==> src/rtl/core/touch_edge_suppression_filter_core_defines.svh <==
// Assertion macros for the touch edge suppression filter core.
// Used by the controller and the top level; no other dependencies.
`ifndef TOUCH_EDGE_SUPPRESSION_FILTER_CORE_DEFINES_SVH
`define TOUCH_EDGE_SUPPRESSION_FILTER_CORE_DEFINES_SVH
`ifndef SYNTHESIS
// implication checked every clock outside reset
`define TESF_ASSERT_IMP(lbl, clk, rst, a, c) \
   lbl: assert property (@(posedge clk) disable iff (rst) (a) |-> (c)) \
      else $error("assertion failed");
// next-cycle implication
`define TESF_ASSERT_NXT(lbl, clk, rst, a, c) \
   lbl: assert property (@(posedge clk) disable iff (rst) (a) |=> (c)) \
      else $error("assertion failed");
`else
`define TESF_ASSERT_IMP(lbl, clk, rst, a, c)
`define TESF_ASSERT_NXT(lbl, clk, rst, a, c)
`endif
`endif

==> src/rtl/core/tesf_pkg.sv <==
// Shared types and constants for the touch edge suppression filter.
// No dependencies.
`default_nettype none
package tesf_pkg;
   localparam int CoordW = 16;
   localparam int FingerW = 4;
   localparam int TravelW = 8;
   localparam int CsrIdxW = 3;
   localparam int HistDepth = 2;

   localparam logic [CsrIdxW-1:0] CSR_EDGE_WIDTH    = 3'd0;
   localparam logic [CsrIdxW-1:0] CSR_EDGE_HEIGHT   = 3'd1;
   localparam logic [CsrIdxW-1:0] CSR_MIN_TRAVEL    = 3'd2;
   localparam logic [CsrIdxW-1:0] CSR_SCREEN_WIDTH  = 3'd3;
   localparam logic [CsrIdxW-1:0] CSR_SCREEN_HEIGHT = 3'd4;

   localparam logic OP_TOUCH = 1'b0;
   localparam logic OP_LIFT  = 1'b1;

   typedef struct packed {
      logic                operation;
      logic [FingerW-1:0]  finger;
      logic [CoordW-1:0]   pos_x;
      logic [CoordW-1:0]   pos_y;
      logic [CoordW-1:0]   major_axis;
      logic [CoordW-1:0]   touch_pressure;
   } req_word_type;

   typedef struct packed {
      logic                suppressed;
      logic [FingerW-1:0]  out_finger;
      logic [CoordW-1:0]   out_x;
      logic [CoordW-1:0]   out_y;
      logic [CoordW-1:0]   out_major;
      logic [CoordW-1:0]   out_pressure;
   } rsp_word_type;

   typedef struct packed {
      logic [CsrIdxW-1:0] index;
      logic [CoordW-1:0]  data;
   } csr_word_type;

   // controller -> datapath
   typedef struct packed {
      logic load;       // capture request word
      logic rd_front;   // read oldest entry and slot state
      logic rd_rear;    // read newest entry
      logic eval;       // compute zone, direction, deltas
      logic div_start;  // start slope divisions
      logic decide;     // evaluate release decision, write state, form result
   } ctl_cmd_type;

   // datapath -> controller
   typedef struct packed {
      logic is_lift;
      logic need_check; // valid finger, not released
      logic full;       // history holds two entries
      logic need_div;   // zone point with passing direction test
      logic div_done;
   } ctl_sts_type;
endpackage
`default_nettype wire

==> src/rtl/core/tesf_if.sv <==
// Valid/ready channel interface carrying one payload word.
// Payload type is a parameter; used with tesf_pkg word types.
`default_nettype none
interface tesf_if #(parameter type word_type = logic) ();
   logic     valid;
   logic     ready;
   word_type word;
   modport source (output valid, output word, input ready);
   modport sink   (input valid, input word, output ready);
endinterface
`default_nettype wire

==> src/rtl/core/tesf_div.sv <==
// Serial signed divider, one quotient bit per cycle, truncating toward zero.
// Depends on nothing but its ports.
`default_nettype none
module tesf_div #(
   parameter int W = 18
) (
   input  wire logic         clock,
   input  wire logic         reset,
   input  wire logic         start,
   input  wire logic [W-1:0] dividend,
   input  wire logic [W-1:0] divisor,
   output logic              done,
   output logic [W-1:0]      quotient
);
   localparam int CntW = $clog2(W + 1);
   logic [W-1:0]    rem_ff, rem_in, quo_ff, quo_in, den_ff, den_in;
   logic            neg_ff, neg_in, busy_ff, busy_in, done_ff, done_in;
   logic [CntW-1:0] cnt_ff, cnt_in;
   logic [W:0]      trial;

   // restoring step on magnitudes
   always_comb begin
      rem_in = rem_ff; quo_in = quo_ff; den_in = den_ff; neg_in = neg_ff;
      busy_in = busy_ff; cnt_in = cnt_ff; done_in = 1'b0;
      trial = {rem_ff, quo_ff[W-1]} - {1'b0, den_ff};
      if (start) begin
         rem_in = '0;
         quo_in = dividend[W-1] ? (~dividend + 1'b1) : dividend;
         den_in = divisor[W-1] ? (~divisor + 1'b1) : divisor;
         neg_in = dividend[W-1] ^ divisor[W-1];
         busy_in = 1'b1;
         cnt_in = CntW'(W);
      end else if (busy_ff) begin
         if (!trial[W]) begin
            rem_in = trial[W-1:0];
            quo_in = {quo_ff[W-2:0], 1'b1};
         end else begin
            rem_in = {rem_ff[W-2:0], quo_ff[W-1]};
            quo_in = {quo_ff[W-2:0], 1'b0};
         end
         cnt_in = cnt_ff - 1'b1;
         if (cnt_ff == CntW'(1)) begin
            busy_in = 1'b0;
            done_in = 1'b1;
         end
      end
   end

   always_ff @(posedge clock) begin
      if (reset) begin
         busy_ff <= 1'b0;
         done_ff <= 1'b0;
         cnt_ff  <= '0;
      end else begin
         busy_ff <= busy_in;
         done_ff <= done_in;
         cnt_ff  <= cnt_in;
      end
      rem_ff <= rem_in;
      quo_ff <= quo_in;
      den_ff <= den_in;
      neg_ff <= neg_in;
   end

   assign done = done_ff;
   assign quotient = neg_ff ? (~quo_ff + 1'b1) : quo_ff;
endmodule
`default_nettype wire

==> src/rtl/core/tesf_datapath.sv <==
// Datapath: config registers, per-finger history memory, zone and slope tests.
// Depends on tesf_pkg, tesf_div.
`default_nettype none
module tesf_datapath #(
   parameter int FINGERS = 10
) (
   input  wire logic                   clock,
   input  wire logic                   reset,
   input  wire logic                   csr_we,
   input  wire tesf_pkg::csr_word_type csr_word,
   input  wire tesf_pkg::req_word_type req_word,
   input  wire tesf_pkg::ctl_cmd_type  cmd,
   output tesf_pkg::ctl_sts_type       sts,
   output tesf_pkg::rsp_word_type      rsp_word
);
   localparam int FIdxW = (FINGERS > 1) ? $clog2(FINGERS) : 1;
   localparam int EntW  = $clog2(FINGERS * tesf_pkg::HistDepth);
   localparam int DW    = tesf_pkg::CoordW + 2;

   logic [tesf_pkg::CoordW-1:0]  ew_ff, eh_ff, sw_ff, sh_ff;
   logic [tesf_pkg::TravelW-1:0] mt_ff;

   // history memory: {x, y, major, pressure}
   logic [4*tesf_pkg::CoordW-1:0] hist_mem [FINGERS*tesf_pkg::HistDepth];
   logic [4*tesf_pkg::CoordW-1:0] rd_ff;
   logic [4*tesf_pkg::CoordW-1:0] front_ff;

   logic [FINGERS-1:0] hfront_ff, released_ff;
   logic [1:0]         hcount_ff [FINGERS];

   tesf_pkg::req_word_type req_ff;
   logic       valid_f;
   logic [FIdxW-1:0] fidx;
   logic       sf_front_ff, sf_rel_ff;
   logic [1:0] sf_count_ff;
   logic [EntW-1:0] rd_addr, wr_addr;
   logic       zone_ff, dir_ff;
   logic signed [DW-1:0] dx1_ff, dy1_ff, dx2_ff, dy2_ff;
   logic [DW-1:0] q1, q2;
   logic d1_done, d2_done, d_done_ff;
   logic       match;
   tesf_pkg::rsp_word_type rsp_ff;

   assign valid_f = ({1'b0, req_ff.finger} < 5'(FINGERS));
   assign fidx = FIdxW'(req_ff.finger);

   // configuration registers
   always_ff @(posedge clock) begin
      if (reset) begin
         ew_ff <= '0; eh_ff <= '0; mt_ff <= '0; sw_ff <= '1; sh_ff <= '1;
      end else if (csr_we) begin
         case (csr_word.index)
            tesf_pkg::CSR_EDGE_WIDTH:    ew_ff <= csr_word.data;
            tesf_pkg::CSR_EDGE_HEIGHT:   eh_ff <= csr_word.data;
            tesf_pkg::CSR_MIN_TRAVEL:    mt_ff <= csr_word.data[tesf_pkg::TravelW-1:0];
            tesf_pkg::CSR_SCREEN_WIDTH:  sw_ff <= csr_word.data;
            tesf_pkg::CSR_SCREEN_HEIGHT: sh_ff <= csr_word.data;
            default: ;
         endcase
      end
   end

   // request capture and slot state snapshot
   always_ff @(posedge clock) begin
      if (cmd.load) req_ff <= req_word;
      if (cmd.rd_front) begin
         sf_front_ff <= hfront_ff[fidx];
         sf_count_ff <= hcount_ff[fidx];
         sf_rel_ff   <= released_ff[fidx];
      end
   end

   assign rd_addr = cmd.rd_front ? EntW'({fidx, hfront_ff[fidx]})
                                 : EntW'({fidx, ~sf_front_ff});
   assign wr_addr = (sf_count_ff == 2'd2) ? EntW'({fidx, sf_front_ff})
                  : EntW'({fidx, sf_front_ff ^ sf_count_ff[0]});

   // memory read (registered) and write
   always_ff @(posedge clock) begin
      rd_ff <= hist_mem[rd_addr];
      if (cmd.decide && valid_f && req_ff.operation == tesf_pkg::OP_TOUCH && !sf_rel_ff
          && zone_ff && !match)
         hist_mem[wr_addr] <= {req_ff.pos_x, req_ff.pos_y, req_ff.major_axis,
                               req_ff.touch_pressure};
   end

   // oldest entry kept; newest stays in rd_ff through evaluation
   always_ff @(posedge clock) begin
      if (cmd.rd_rear) front_ff <= rd_ff;
   end

   // zone, direction and deltas
   logic signed [DW-1:0] x_s, y_s, ew_s, eh_s, sw_s, sh_s, lim_s;
   logic signed [DW-1:0] fx_s, fy_s, rx_s, ry_s, dx3, dy3, dx1, dy1;
   always_comb begin
      x_s  = DW'(req_ff.pos_x);  y_s  = DW'(req_ff.pos_y);
      ew_s = DW'(ew_ff); eh_s = DW'(eh_ff); sw_s = DW'(sw_ff); sh_s = DW'(sh_ff);
      lim_s = DW'(mt_ff);
      fx_s = DW'(front_ff[4*tesf_pkg::CoordW-1 -: tesf_pkg::CoordW]);
      fy_s = DW'(front_ff[3*tesf_pkg::CoordW-1 -: tesf_pkg::CoordW]);
      rx_s = DW'(rd_ff[4*tesf_pkg::CoordW-1 -: tesf_pkg::CoordW]);
      ry_s = DW'(rd_ff[3*tesf_pkg::CoordW-1 -: tesf_pkg::CoordW]);
      dx1 = rx_s - fx_s; dy1 = ry_s - fy_s;
      dx3 = x_s - rx_s;  dy3 = y_s - ry_s;
   end

   always_ff @(posedge clock) begin
      if (cmd.eval) begin
         zone_ff <= ((ew_s > x_s) || (sw_s - ew_s < x_s)) && (sh_s - eh_s < y_s);
         dir_ff  <= (sf_count_ff == 2'd2) &&
                    ((((dx1 > lim_s) || (dy1 > lim_s)) && ((dx3 > lim_s) || (dy3 > lim_s)))
                  || (((dx1 < -lim_s) || (dy1 < -lim_s)) && ((dx3 < -lim_s) || (dy3 < -lim_s))));
         dx1_ff <= dx1; dy1_ff <= dy1;
         dx2_ff <= x_s - fx_s; dy2_ff <= y_s - fy_s;
      end
   end

   tesf_div #(.W(DW)) u_div1 (.clock, .reset, .start(cmd.div_start), .dividend(dy1_ff),
      .divisor(dx1_ff), .done(d1_done), .quotient(q1));
   tesf_div #(.W(DW)) u_div2 (.clock, .reset, .start(cmd.div_start), .dividend(dy2_ff),
      .divisor(dx2_ff), .done(d2_done), .quotient(q2));

   always_ff @(posedge clock) begin
      if (reset) d_done_ff <= 1'b0;
      else d_done_ff <= d1_done & d2_done;
   end

   // slope compare with zero-dx special cases
   always_comb begin
      if (!dir_ff) match = 1'b0;
      else if (dx1_ff == '0 && dx2_ff == '0) match = 1'b1;
      else if (dx1_ff == '0) match = (q2 == '0);
      else if (dx2_ff == '0) match = (q1 == '0);
      else match = (q1 == q2);
   end

   // slot state update and result
   always_ff @(posedge clock) begin
      if (reset) begin
         hfront_ff <= '0; released_ff <= '0;
         for (int i = 0; i < FINGERS; i++) hcount_ff[i] <= '0;
      end else if (cmd.decide && valid_f) begin
         if (req_ff.operation == tesf_pkg::OP_LIFT) begin
            hfront_ff[fidx] <= 1'b0; hcount_ff[fidx] <= '0; released_ff[fidx] <= 1'b0;
         end else if (!sf_rel_ff) begin
            if (zone_ff && !match) begin
               if (sf_count_ff == 2'd2) hfront_ff[fidx] <= ~sf_front_ff;
               else hcount_ff[fidx] <= sf_count_ff + 2'd1;
            end else begin
               hfront_ff[fidx] <= 1'b0; hcount_ff[fidx] <= '0; released_ff[fidx] <= 1'b1;
            end
         end
      end
   end

   always_ff @(posedge clock) begin
      if (cmd.decide) begin
         rsp_ff.out_finger <= req_ff.finger;
         if (valid_f && !sf_rel_ff && zone_ff && !match) begin
            rsp_ff.suppressed <= 1'b1;
            rsp_ff.out_x <= '0; rsp_ff.out_y <= '0;
            rsp_ff.out_major <= '0; rsp_ff.out_pressure <= '0;
         end else if (valid_f && !sf_rel_ff && sf_count_ff != 2'd0) begin
            rsp_ff.suppressed <= 1'b0;
            {rsp_ff.out_x, rsp_ff.out_y, rsp_ff.out_major, rsp_ff.out_pressure} <= front_ff;
         end else begin
            rsp_ff.suppressed <= 1'b0;
            rsp_ff.out_x <= req_ff.pos_x; rsp_ff.out_y <= req_ff.pos_y;
            rsp_ff.out_major <= req_ff.major_axis;
            rsp_ff.out_pressure <= req_ff.touch_pressure;
         end
      end
   end

   assign rsp_word = rsp_ff;
   assign sts.is_lift    = (req_ff.operation == tesf_pkg::OP_LIFT);
   assign sts.need_check = valid_f && !sf_rel_ff;
   assign sts.full       = (sf_count_ff == 2'd2);
   assign sts.need_div   = zone_ff && dir_ff;
   assign sts.div_done   = d_done_ff;
endmodule
`default_nettype wire

==> src/rtl/core/tesf_ctrl.sv <==
// Controller state machine: sequences reads, evaluation, division and result.
// Depends on tesf_pkg and the assertion macro header.
`include "touch_edge_suppression_filter_core_defines.svh"
`default_nettype none
module tesf_ctrl (
   input  wire logic                  clock,
   input  wire logic                  reset,
   input  wire logic                  req_valid,
   output logic                       req_ready,
   output logic                       rsp_valid,
   input  wire logic                  rsp_ready,
   input  wire tesf_pkg::ctl_sts_type sts,
   output tesf_pkg::ctl_cmd_type      cmd
);
   localparam logic [2:0] S_IDLE  = 3'd0;
   localparam logic [2:0] S_RDF   = 3'd1;
   localparam logic [2:0] S_RDR   = 3'd2;
   localparam logic [2:0] S_EVAL  = 3'd3;
   localparam logic [2:0] S_CHK   = 3'd4;
   localparam logic [2:0] S_DIV   = 3'd5;
   localparam logic [2:0] S_DEC   = 3'd6;

   logic [2:0] state_ff, state_in;
   logic       rspv_ff, rspv_in;
   logic       accept;

   // result register frees when taken; new word waits until it is free
   assign req_ready = (state_ff == S_IDLE) && (!rspv_ff || rsp_ready);
   assign accept = req_valid && req_ready;

   always_comb begin
      state_in = state_ff;
      rspv_in  = rspv_ff && !rsp_ready;
      cmd = '0;
      cmd.load = accept;
      unique case (state_ff)
         S_IDLE: if (accept) state_in = S_RDF;
         S_RDF: begin
            cmd.rd_front = 1'b1;
            state_in = S_RDR;
         end
         S_RDR: begin
            cmd.rd_rear = 1'b1;
            state_in = S_EVAL;
         end
         S_EVAL: begin
            cmd.eval = 1'b1;
            state_in = S_CHK;
         end
         S_CHK: begin
            if (sts.need_check && !sts.is_lift && sts.need_div) begin
               cmd.div_start = 1'b1;
               state_in = S_DIV;
            end else state_in = S_DEC;
         end
         S_DIV: if (sts.div_done) state_in = S_DEC;
         S_DEC: begin
            cmd.decide = 1'b1;
            rspv_in = !sts.is_lift;
            state_in = S_IDLE;
         end
         default: state_in = S_IDLE;
      endcase
   end

   always_ff @(posedge clock) begin
      if (reset) begin
         state_ff <= S_IDLE;
         rspv_ff  <= 1'b0;
      end else begin
         state_ff <= state_in;
         rspv_ff  <= rspv_in;
      end
   end

   assign rsp_valid = rspv_ff;

   `TESF_ASSERT_IMP(a_accept_idle, clock, reset, accept, state_ff == S_IDLE)
   `TESF_ASSERT_NXT(a_lift_no_rsp, clock, reset, state_ff == S_DEC && sts.is_lift && !rspv_ff,
      !rspv_ff)
   `TESF_ASSERT_IMP(a_div_only_full, clock, reset, cmd.div_start, sts.full)
endmodule
`default_nettype wire

==> src/rtl/core/touch_edge_suppression_filter_core.sv <==
// Top level of the touch edge suppression filter core.
// Depends on tesf_pkg, tesf_if, tesf_ctrl, tesf_datapath, tesf_div.
//
// channel | dir | handshake              | word
// req     | in  | req_valid / req_ready  | operation, finger, pos, major, pressure
// rsp     | out | rsp_valid / rsp_ready  | suppressed, finger, x, y, major, pressure
// csr     | in  | csr_valid / csr_ready  | register index, data
//
// A zone point with full history that needs the slope test runs two serial
// dividers side by side. Reset is synchronous and clears all slot state at
// once. A pending result holds in its output register; the next word is
// accepted as soon as that register is free.
`include "touch_edge_suppression_filter_core_defines.svh"
`default_nettype none
module touch_edge_suppression_filter_core #(
   parameter int FINGERS = 10
) (
   input  wire logic clock,
   input  wire logic reset,
   tesf_if.sink      req,
   tesf_if.source    rsp,
   tesf_if.sink      csr
);
   tesf_pkg::ctl_cmd_type cmd;
   tesf_pkg::ctl_sts_type sts;

   assign csr.ready = 1'b1;

   tesf_ctrl u_ctrl (
      .clock, .reset,
      .req_valid(req.valid), .req_ready(req.ready),
      .rsp_valid(rsp.valid), .rsp_ready(rsp.ready),
      .sts, .cmd
   );

   tesf_datapath #(.FINGERS(FINGERS)) u_dp (
      .clock, .reset,
      .csr_we(csr.valid), .csr_word(csr.word),
      .req_word(req.word), .cmd, .sts, .rsp_word(rsp.word)
   );

   `TESF_ASSERT_NXT(a_rsp_stall_hold, clock, reset, rsp.valid && !rsp.ready, rsp.valid)
   `TESF_ASSERT_NXT(a_no_accept_while_busy, clock, reset, req.valid && req.ready, !req.ready)
   `TESF_ASSERT_IMP(a_csr_always_ready, clock, reset, csr.valid, csr.ready)
endmodule
`default_nettype wire

==> src/flat_wrapper.sv <==
// flat-port wrapper written by rule: the top's interface ports become plain ports
module touch_edge_suppression_filter_core_flat import tesf_pkg::*;
#(
   parameter int FINGERS = 10
)
  (clock, reset, req_valid, req_word, req_ready, rsp_valid, rsp_word, rsp_ready, csr_valid, csr_word, csr_ready);
  tesf_if #(.word_type(req_word_type)) req_i ();
  tesf_if #(.word_type(rsp_word_type)) rsp_i ();
  tesf_if #(.word_type(csr_word_type)) csr_i ();
  input  wire logic clock;
  input  wire logic reset;
  input wire logic [$bits(req_i.valid)-1:0] req_valid;
  input wire logic [$bits(req_i.word)-1:0] req_word;
  output wire logic [$bits(req_i.ready)-1:0] req_ready;
  output wire logic [$bits(rsp_i.valid)-1:0] rsp_valid;
  output wire logic [$bits(rsp_i.word)-1:0] rsp_word;
  input wire logic [$bits(rsp_i.ready)-1:0] rsp_ready;
  input wire logic [$bits(csr_i.valid)-1:0] csr_valid;
  input wire logic [$bits(csr_i.word)-1:0] csr_word;
  output wire logic [$bits(csr_i.ready)-1:0] csr_ready;
  assign req_i.valid = req_valid;
  assign req_i.word = req_word;
  assign req_ready = req_i.ready;
  assign rsp_valid = rsp_i.valid;
  assign rsp_word = rsp_i.word;
  assign rsp_i.ready = rsp_ready;
  assign csr_i.valid = csr_valid;
  assign csr_i.word = csr_word;
  assign csr_ready = csr_i.ready;
  touch_edge_suppression_filter_core #(.FINGERS(FINGERS)) u_core (.clock(clock), .reset(reset), .req(req_i), .rsp(rsp_i), .csr(csr_i));
endmodule
==> config.mk <==
export PLATFORM = sky130hd
export DESIGN_NAME = touch_edge_suppression_filter_core_flat
export DESIGN_NICKNAME = d
export VERILOG_FILES = /design/src/rtl/core/tesf_pkg.sv /design/src/rtl/core/tesf_if.sv /design/src/rtl/core/tesf_div.sv /design/src/rtl/core/tesf_datapath.sv /design/src/rtl/core/tesf_ctrl.sv /design/src/rtl/core/touch_edge_suppression_filter_core.sv /design/src/flat_wrapper.sv
export VERILOG_INCLUDE_DIRS = /design/src /design/src/rtl/core
export SDC_FILE = /design/constraint.sdc
export NUM_CORES = 2
export LEC_CHECK = 0
export ABC_AREA = 0
export BUFFER_PORTS_ARGS = -buffer_cell sky130_fd_sc_hd__buf_2
export CORE_MARGIN = 10
export CORE_UTILIZATION = 56
export DETAILED_ROUTE_END_ITERATION = 8
export MAX_ROUTING_LAYER = met4
export PLACE_DENSITY = 0.75
export SYNTH_ARGS = -nofsm -noshare
export SYNTH_HDL_FRONTEND = slang
export SYNTH_SLANG_ARGS = --single-unit
==> constraint.sdc <==
create_clock -name clock -period 6.75 [get_ports clock]
set_clock_uncertainty 0.05 [all_clocks]
set_input_delay 0.3375 -clock clock [delete_from_list [all_inputs] [get_ports clock]]
set_output_delay 0.3375 -clock clock [all_outputs]
set_load 0.005 [all_outputs]
* Word level (Yosys, flattened, before mapping)
Memories as Yosys holds them, arrays and structs flattened. A register that Yosys moved wholly into a read port is not among the register bits. Cells that the tools add are included.
Word-level totals: flip-flop bits (word level) 497, bits in writable memories 1300, output and inout port bits 72, memories kept 2
Cells by class: add/sub/neg operators 20, magnitude comparators 14, eq/ne operators 19, muxes and demuxes 85, bitwise operators 20, reductions and logical operators 55
Memory list:
- u_core.u_dp.hist_mem | words 20, bits a word 64, read ports 1, clocked after memory_dff 1, write ports 1, RTL line tesf_datapath.sv:24 | logic [4*tesf_pkg::CoordW-1:0] hist_mem [FINGERS*tesf_pkg::HistDepth];
- u_core.u_dp.hcount_ff | words 10, bits a word 2, read ports 1, clocked after memory_dff 1, write ports 10, RTL line tesf_datapath.sv:29 | logic [1:0] hcount_ff [FINGERS];
Operators with widths (number):
- $mux 18 | 10
- $sub 16x16->17 | 8
- $add 18x1->18 const B | 6
- $not 18->18 | 6
- $logic_not 18->1 | 4
- $lt 17x18->1 | 4
- $mux 10 | 7
- $gt 17x9->1 | 4
- $mux 64 | 1
- $mux 1 | 49
- $sub 19x18->19 | 2
- $lt 17x17->1 | 2
- $mux 17 | 2
- $logic_and 1x1->1 | 22
- $and 10x10->10 | 2
- $mux 5 | 4
- $eq 18x18->1 | 1
- $neg 8->18 | 1
- $pmux 3 s6 | 1
- $gt 16x16->1 | 1
- $eq 3x2->1 const B | 4
- $eq 3x3->1 const B | 4
- $reduce_and 2->1 | 6
- $bwmux 10 | 1
- 28 further kinds | 61

* Longest topological paths before layout
depth after elaboration 20, mapped depth 20, mapped depth without buffers 20

* Cells and area by module
Synthesis repeated with hierarchy kept, for this count alone.
Second synthesis, totals: cell total of the unflattened synthesis 5982, area, all modules 83328.7 um^2
Modules (own cells, without submodules):
- tesf_datapath | instances 1, cells each 4925, area an instance 74072.3 um^2, seq. area each 50828.7 um^2
- tesf_div at u_core.u_dp.u_div2 | instances 1, cells each 509, area an instance 4503.1 um^2, seq. area each 1611.5 um^2
- tesf_div at u_core.u_dp.u_div1 | instances 1, cells each 513, area an instance 4475.5 um^2, seq. area each 1611.5 um^2
- tesf_ctrl | instances 1, cells each 33, area an instance 266.5 um^2, seq. area each 80.1 um^2
- touch_edge_suppression_filter_core | instances 1, cells each 2, area an instance 11.3 um^2, seq. area each 0.0 um^2

* Worst setup path before layout
OpenSTA, ideal clock, no wires.
kind reg2reg, from reg u_core.u_dp.u_div1.quo_ff[6], to mem u_core.u_dp.hist_mem[7][0] in the netlist's numbering (enable), arrival time 5.920 ns, required time 6.213 ns, path slack 0.293 ns, stages on the path, launching flop included 14, buffers on the path 3, period minus slack after synthesis 6.457 ns, cells stage by stage edfxtp_1 > buf_6 > or4_4 > or3_1 > buf_2 > o41ai_1 > xor2_1 > xor2_1 > nor3_1 > nor3b_1 > o31ai_1 > buf_2 > nand4_2 > nor2_1
On the way: longest elaborated chain between the ends 12, elaborated cells between the ends (all ways) 13, classes of those cells add/sub (1); eq/ne (1); mux (7); bitwise (1); reduce/logical (3)
RTL lines:
- from (decl) | RTL line tesf_div.sv:16 | logic [W-1:0] rem_ff, rem_in, quo_ff, quo_in, den_ff, den_in;
- from (signal assigned) | RTL line tesf_div.sv:60 | quo_ff <= quo_in;
- $not 18->18 | RTL line tesf_div.sv:66 | assign quotient = neg_ff ? (~quo_ff + 1'b1) : quo_ff;
- $add 18x1->18 | RTL line tesf_div.sv:66
- $mux 18 * | RTL line tesf_div.sv:66
- $eq 18x18->1 / $logic_not 18->1 (equally long branches) | RTL line tesf_datapath.sv:134, tesf_datapath.sv:133
- $mux 1 * | RTL line tesf_datapath.sv:133 | else if (dx2_ff == '0) match = (q1 == '0);
- $mux 1 * | RTL line tesf_datapath.sv:132 | else if (dx1_ff == '0) match = (q2 == '0);
- $mux 1 * | RTL line tesf_datapath.sv:131 | else if (dx1_ff == '0 && dx2_ff == '0) match = 1'b1;
- $mux 1 * | RTL line tesf_datapath.sv:130 | if (!dir_ff) match = 1'b0;
- $logic_not 1->1 * | RTL line tesf_datapath.sv:82 | && zone_ff && !match)
- $logic_and 1x1->1 * | RTL line tesf_datapath.sv:82
- $mux 1 * | RTL line tesf_datapath.sv:81 | if (cmd.decide && valid_f && req_ff.operation == tesf_pkg::OP_TOUCH && !sf_rel_ff
- $mux 1 (not written as such) * | RTL line tesf_datapath.sv:83 | hist_mem[wr_addr] <= {req_ff.pos_x, req_ff.pos_y, req_ff.major_axis,
- to (decl) | RTL line tesf_datapath.sv:24
Mark *: on every way between the ends. The rest lies on a longest branch, timed or not.

* Worst setup path in the final report
from reg u_core.u_dp.u_div1.quo_ff[6], to mem u_core.u_dp.hist_mem[13][35] in the netlist's numbering (enable)
The elaborated chain is that of the path after synthesis.

==> impl_results.md <==
* Worst-Margin Slew at 1.38 ns
* GRT Util Overall at 26.8%
* CP max-delay cell: buf_4
* Syn avg cell area at 12.9 um^2
* Status: finished clean
* Critical Path End Type: flop
* Critical hold path startpoint: csr_word[17]
* Num ports at 165
* Core area at 148,000 um^2
* Clock Latency Late Sink at 0.86 ns
* Sequential share of the synthesized area at 65.1%
* Total CTS buffers at 186
* Post-synthesis simple-gate area fraction at 10.3%
* Routed WL at 218 mm
* Post-Synth XOR/XNOR Area at 2.49%
* CP Max Fanout at 50
* Crit-path cells: or4_4 > or3_1 > o41ai_1 > xor2_1 > xor2_1 > nor3_1 > nor3b_1 > o31ai_2 > buf_4 > nand4_2 > nor2_4 > buf_4
* Async set or reset register ratio after synthesis at 0%
* Root buffer cell: clkbuf_16
* GRT overflow at 0
* Yosys warnings at 0
* HPWL Detailed at 137 mm
* RSZ-0062 raised after global routing: no
* First-pass DRT Iterations at 8
* Final Hold Fails at 0
* Initial antenna violation count at 8
* Max Slew Vio Count at 0
* Static Leak at 33.9 nW
* Routed Antenna Nets at 0
* Required @ worst endpoint at 7.15 ns
* Arrival time at the worst endpoint at 5.90 ns
* Seq cells post-synth at 1,873
* Die ar. at 164,000 um^2
* Clk sinks at 1,873
* Worst r2r path cells at 12
* Final worst slack at 1.25 ns
* Max_slew headroom at 7.08%
* Post-route setup TNS at 0 ns
* Vias per cell at 6.17
* Clock Path Buffers at 3
* R2r setup slk at 1.25 ns
* Wire length per cell at 24.8 um
* Commonest non-fill, non-tap cells in the layout: edfxtp_1 (1,662), nand2_1 (940), a21oi_1 (524)
* Commonest non-fill, non-tap cell in the layout: edfxtp_1
* Synth Flop Type: edfxtp_1
* Critical setup path kind: flop to flop
* HP Class: primary input to flop
* Vias in the first global route at 53.4k
* Crit start category: flop
* H-tree Lvls at 4
* First-pass GRT wire length at 326 mm
* Worst flop-to-flop path startpoint: u_core.u_dp.u_div1.quo_ff[6]
* Post-synth EDFFs at 1,662
* Nets@finish at 7,137
* Vias at 54.3k
* Port buffer count at 163
* Max capacitance violation total at 0
* Hold endpoint: u_core.u_dp.eh_ff[7]
* Endpoints failing setup at 0
* Fin crit share at 81.5%
* Largest family of logic cells by synthesized area: simple AND/OR/NAND/NOR gates
* DRC errors left at 0
* Core Util, Final at 63.7%
* Adder-cell share of the synthesized area at 5.16%
* Compound-cell area share of the yosys netlist at 8.62%
* Fmax at 182 MHz
* Crit path max-delay family: simple AND/OR/NAND/NOR gates
* Post_cts resized at 0
* Mux contribution to synthesized area at 5.70%
* Synth Instances at 6,427
* Mapped Area at 83,200 um^2
* Layout cell share with drive strength beyond 1 at 10.6%
* GP Congestion at 0.920
* Die H at 405 um
* CTS tree: done
* Largest net degree at the start of global routing at 157
* Tmin final at 5.50 ns
* Power per Cell Area at 326 nW/um^2
* CTS clk-pin slew, worst paths at 0.06 ns
* Area grow syn2layout at 13.0%
* Pre-CTS setup slack at 1.27 ns
* Distinct cells, synth at 82
* Peak supply drop at 0.274 mV
* # rows at 141
* Crit path buf inv count at 2
* R2R Path End: u_core.u_dp.hist_mem[13][35]
* DRT iter0 DRCs at 6,634
* CP max stage delay at 0.73 ns
* Initial Util at 56.3%
* Hold depth at 5
* Die Width at 405 um
==> worst register-to-register path: cells and delay by family (launching register included) <==
family	cells	cell delay (ns)
AO/OA/AOI/OAI	2	0.90
XOR/XNOR	2	0.41
buffers and inverters	2	1.03
flip-flops	1	0.51
AND/OR/NAND/NOR	6	2.17
==> how the worst max path moves through the flow <==
stage | from | to | depth (start not counted)
floorplan | u_core.u_dp.u_div1.quo_ff[6] | u_core.u_dp.hist_mem[7][0] | 13
global placement | u_core.u_dp.u_div1.quo_ff[6] | u_core.u_dp.hist_mem[13][45] | 12
detailed placement | u_core.u_dp.u_div1.quo_ff[6] | u_core.u_dp.hist_mem[13][45] | 12
CTS | u_core.u_dp.u_div1.quo_ff[6] | u_core.u_dp.hist_mem[13][35] | 12
global route | u_core.u_dp.u_div1.quo_ff[6] | u_core.u_dp.hist_mem[13][35] | 12
finish | u_core.u_dp.u_div1.quo_ff[6] | u_core.u_dp.hist_mem[13][35] | 12
==> layer usage <==
layer / routed length [um] / global-route usage (%) / vias up / share of wire [%]
li1: - / - / 24465 / -
met1: 85800 / 35.1 / 26694 / 39
met2: 106000 / 42.9 / 2740 / 48
met3: 19500 / 4.42 / 432 / 9.0
met4: 7080 / 8.90 / 0 / 3.2
met5: 0 / - / - / 0
==> flip-flops by register name (all words and copies together) (netlist names), 8 cells and up, named ones only <==
| signal | cells |
|---|---|
| u_core.u_dp.front_ff | 64 |
| u_core.u_dp.rsp_word | 69 |
| u_core.u_dp.sw_ff | 16 |
| u_core.u_dp.u_div2.rem_ff | 18 |
| u_core.u_dp.u_div2.quo_ff | 18 |
| u_core.u_dp.u_div1.rem_ff | 18 |
| u_core.u_dp.dx2_ff | 17 |
| u_core.u_dp.req_ff | 64 |
| u_core.u_dp.dx1_ff | 17 |
| u_core.u_dp.u_div1.quo_ff | 18 |
| u_core.u_dp.u_div1.den_ff | 18 |
| u_core.u_dp.ew_ff | 16 |
| u_core.u_dp.dy2_ff | 17 |
| u_core.u_dp.sh_ff | 16 |
| u_core.u_dp.hcount_ff | 32 |
| u_core.u_dp.dy1_ff | 17 |
| u_core.u_dp.u_div2.den_ff | 18 |
| u_core.u_dp.mt_ff | 8 |
| u_core.u_dp.hist_mem | 1280 |
| u_core.u_dp.hfront_ff | 10 |
| u_core.u_dp.eh_ff | 16 |
| u_core.u_dp.rd_ff | 64 |
==> what timing repair did <==
action | CTS | global route
endpoints found under the setup margin | 0 | 0
setup buffers | 0 | 0
hold buffers | 89 | 0
hold endpoints to repair | 167 | 0
==> logic make-up after synthesis <==
group | count (synthesis)
multiplexers | 376
XOR/XNOR | 236
flip-flops | 1873
AND/OR/NAND/NOR | 1854
other | 2
AO/OA/AOI/OAI | 1183
adder cells (fa/ha/maj) | 337
buffers and inverters | 566
==> Yosys cell counts, types with 46 or more instances <==
library cell / number / area share, %
nand2_1: 941 / 4.2
ha_1: 327 / 4.9
o22ai_1: 144 / 1.1
edfxtp_1: 1662 / 60
mux4_2: 78 / 2.1
nor4_1: 150 / 1.1
xnor2_1: 154 / 1.6
xor2_1: 81 / 0.85
inv_1: 273 / 1.2
nor2_1: 230 / 1.0
nor3_1: 133 / 0.80
dfxtp_1: 211 / 5.1
mux2i_1: 297 / 3.6
a21o_1: 52 / 0.47
clkbuf_1: 239 / 1.1
nor2b_1: 114 / 0.86
nand3_1: 46 / 0.28
o21ai_0: 189 / 1.1
a21oi_1: 524 / 3.2
==> layout make-up <==
type	instances	area, um^2
Timing Repair Buffer	371	2850
Antenna cell	2	5.00
Fill cell	10531	53700
Clock inverter	91	1130
Multi-Input combinational cell	4001	27200
Inverter	274	1030
Sequential cell	1873	54100
Clock buffer	257	5250
Tap cell	1930	2410
==> through the flow <==
| step | total power [W] | cells | instance area [um^2] | hold WS (ns) |
|---|---|---|---|---|
| after floorplan | 0.0181 | 6440 | 83200 | 0.336 |
| after global placement | 0.0199 | 8360 | 86700 | 0.339 |
| after detailed placement | 0.0201 | 8360 | 86700 | 0.339 |
| after CTS | 0.0307 | 8797 | 94000 | 0.000945 |
| after global routing | 0.0319 | 8799 | 94000 | 0.0610 |
| final | 0.0306 | 8799 | 94000 | 0.0576 |
==> where the power goes <==
group	leakage (nW)	total [W]	internal, W	switching (W)
clock network	3.09	0.0106	0.00610	0.00450
logic	14.0	0.00642	0.00244	0.00398
registers	16.8	0.0136	0.0132	0.000416
Power figures use the tool's default switching activity.
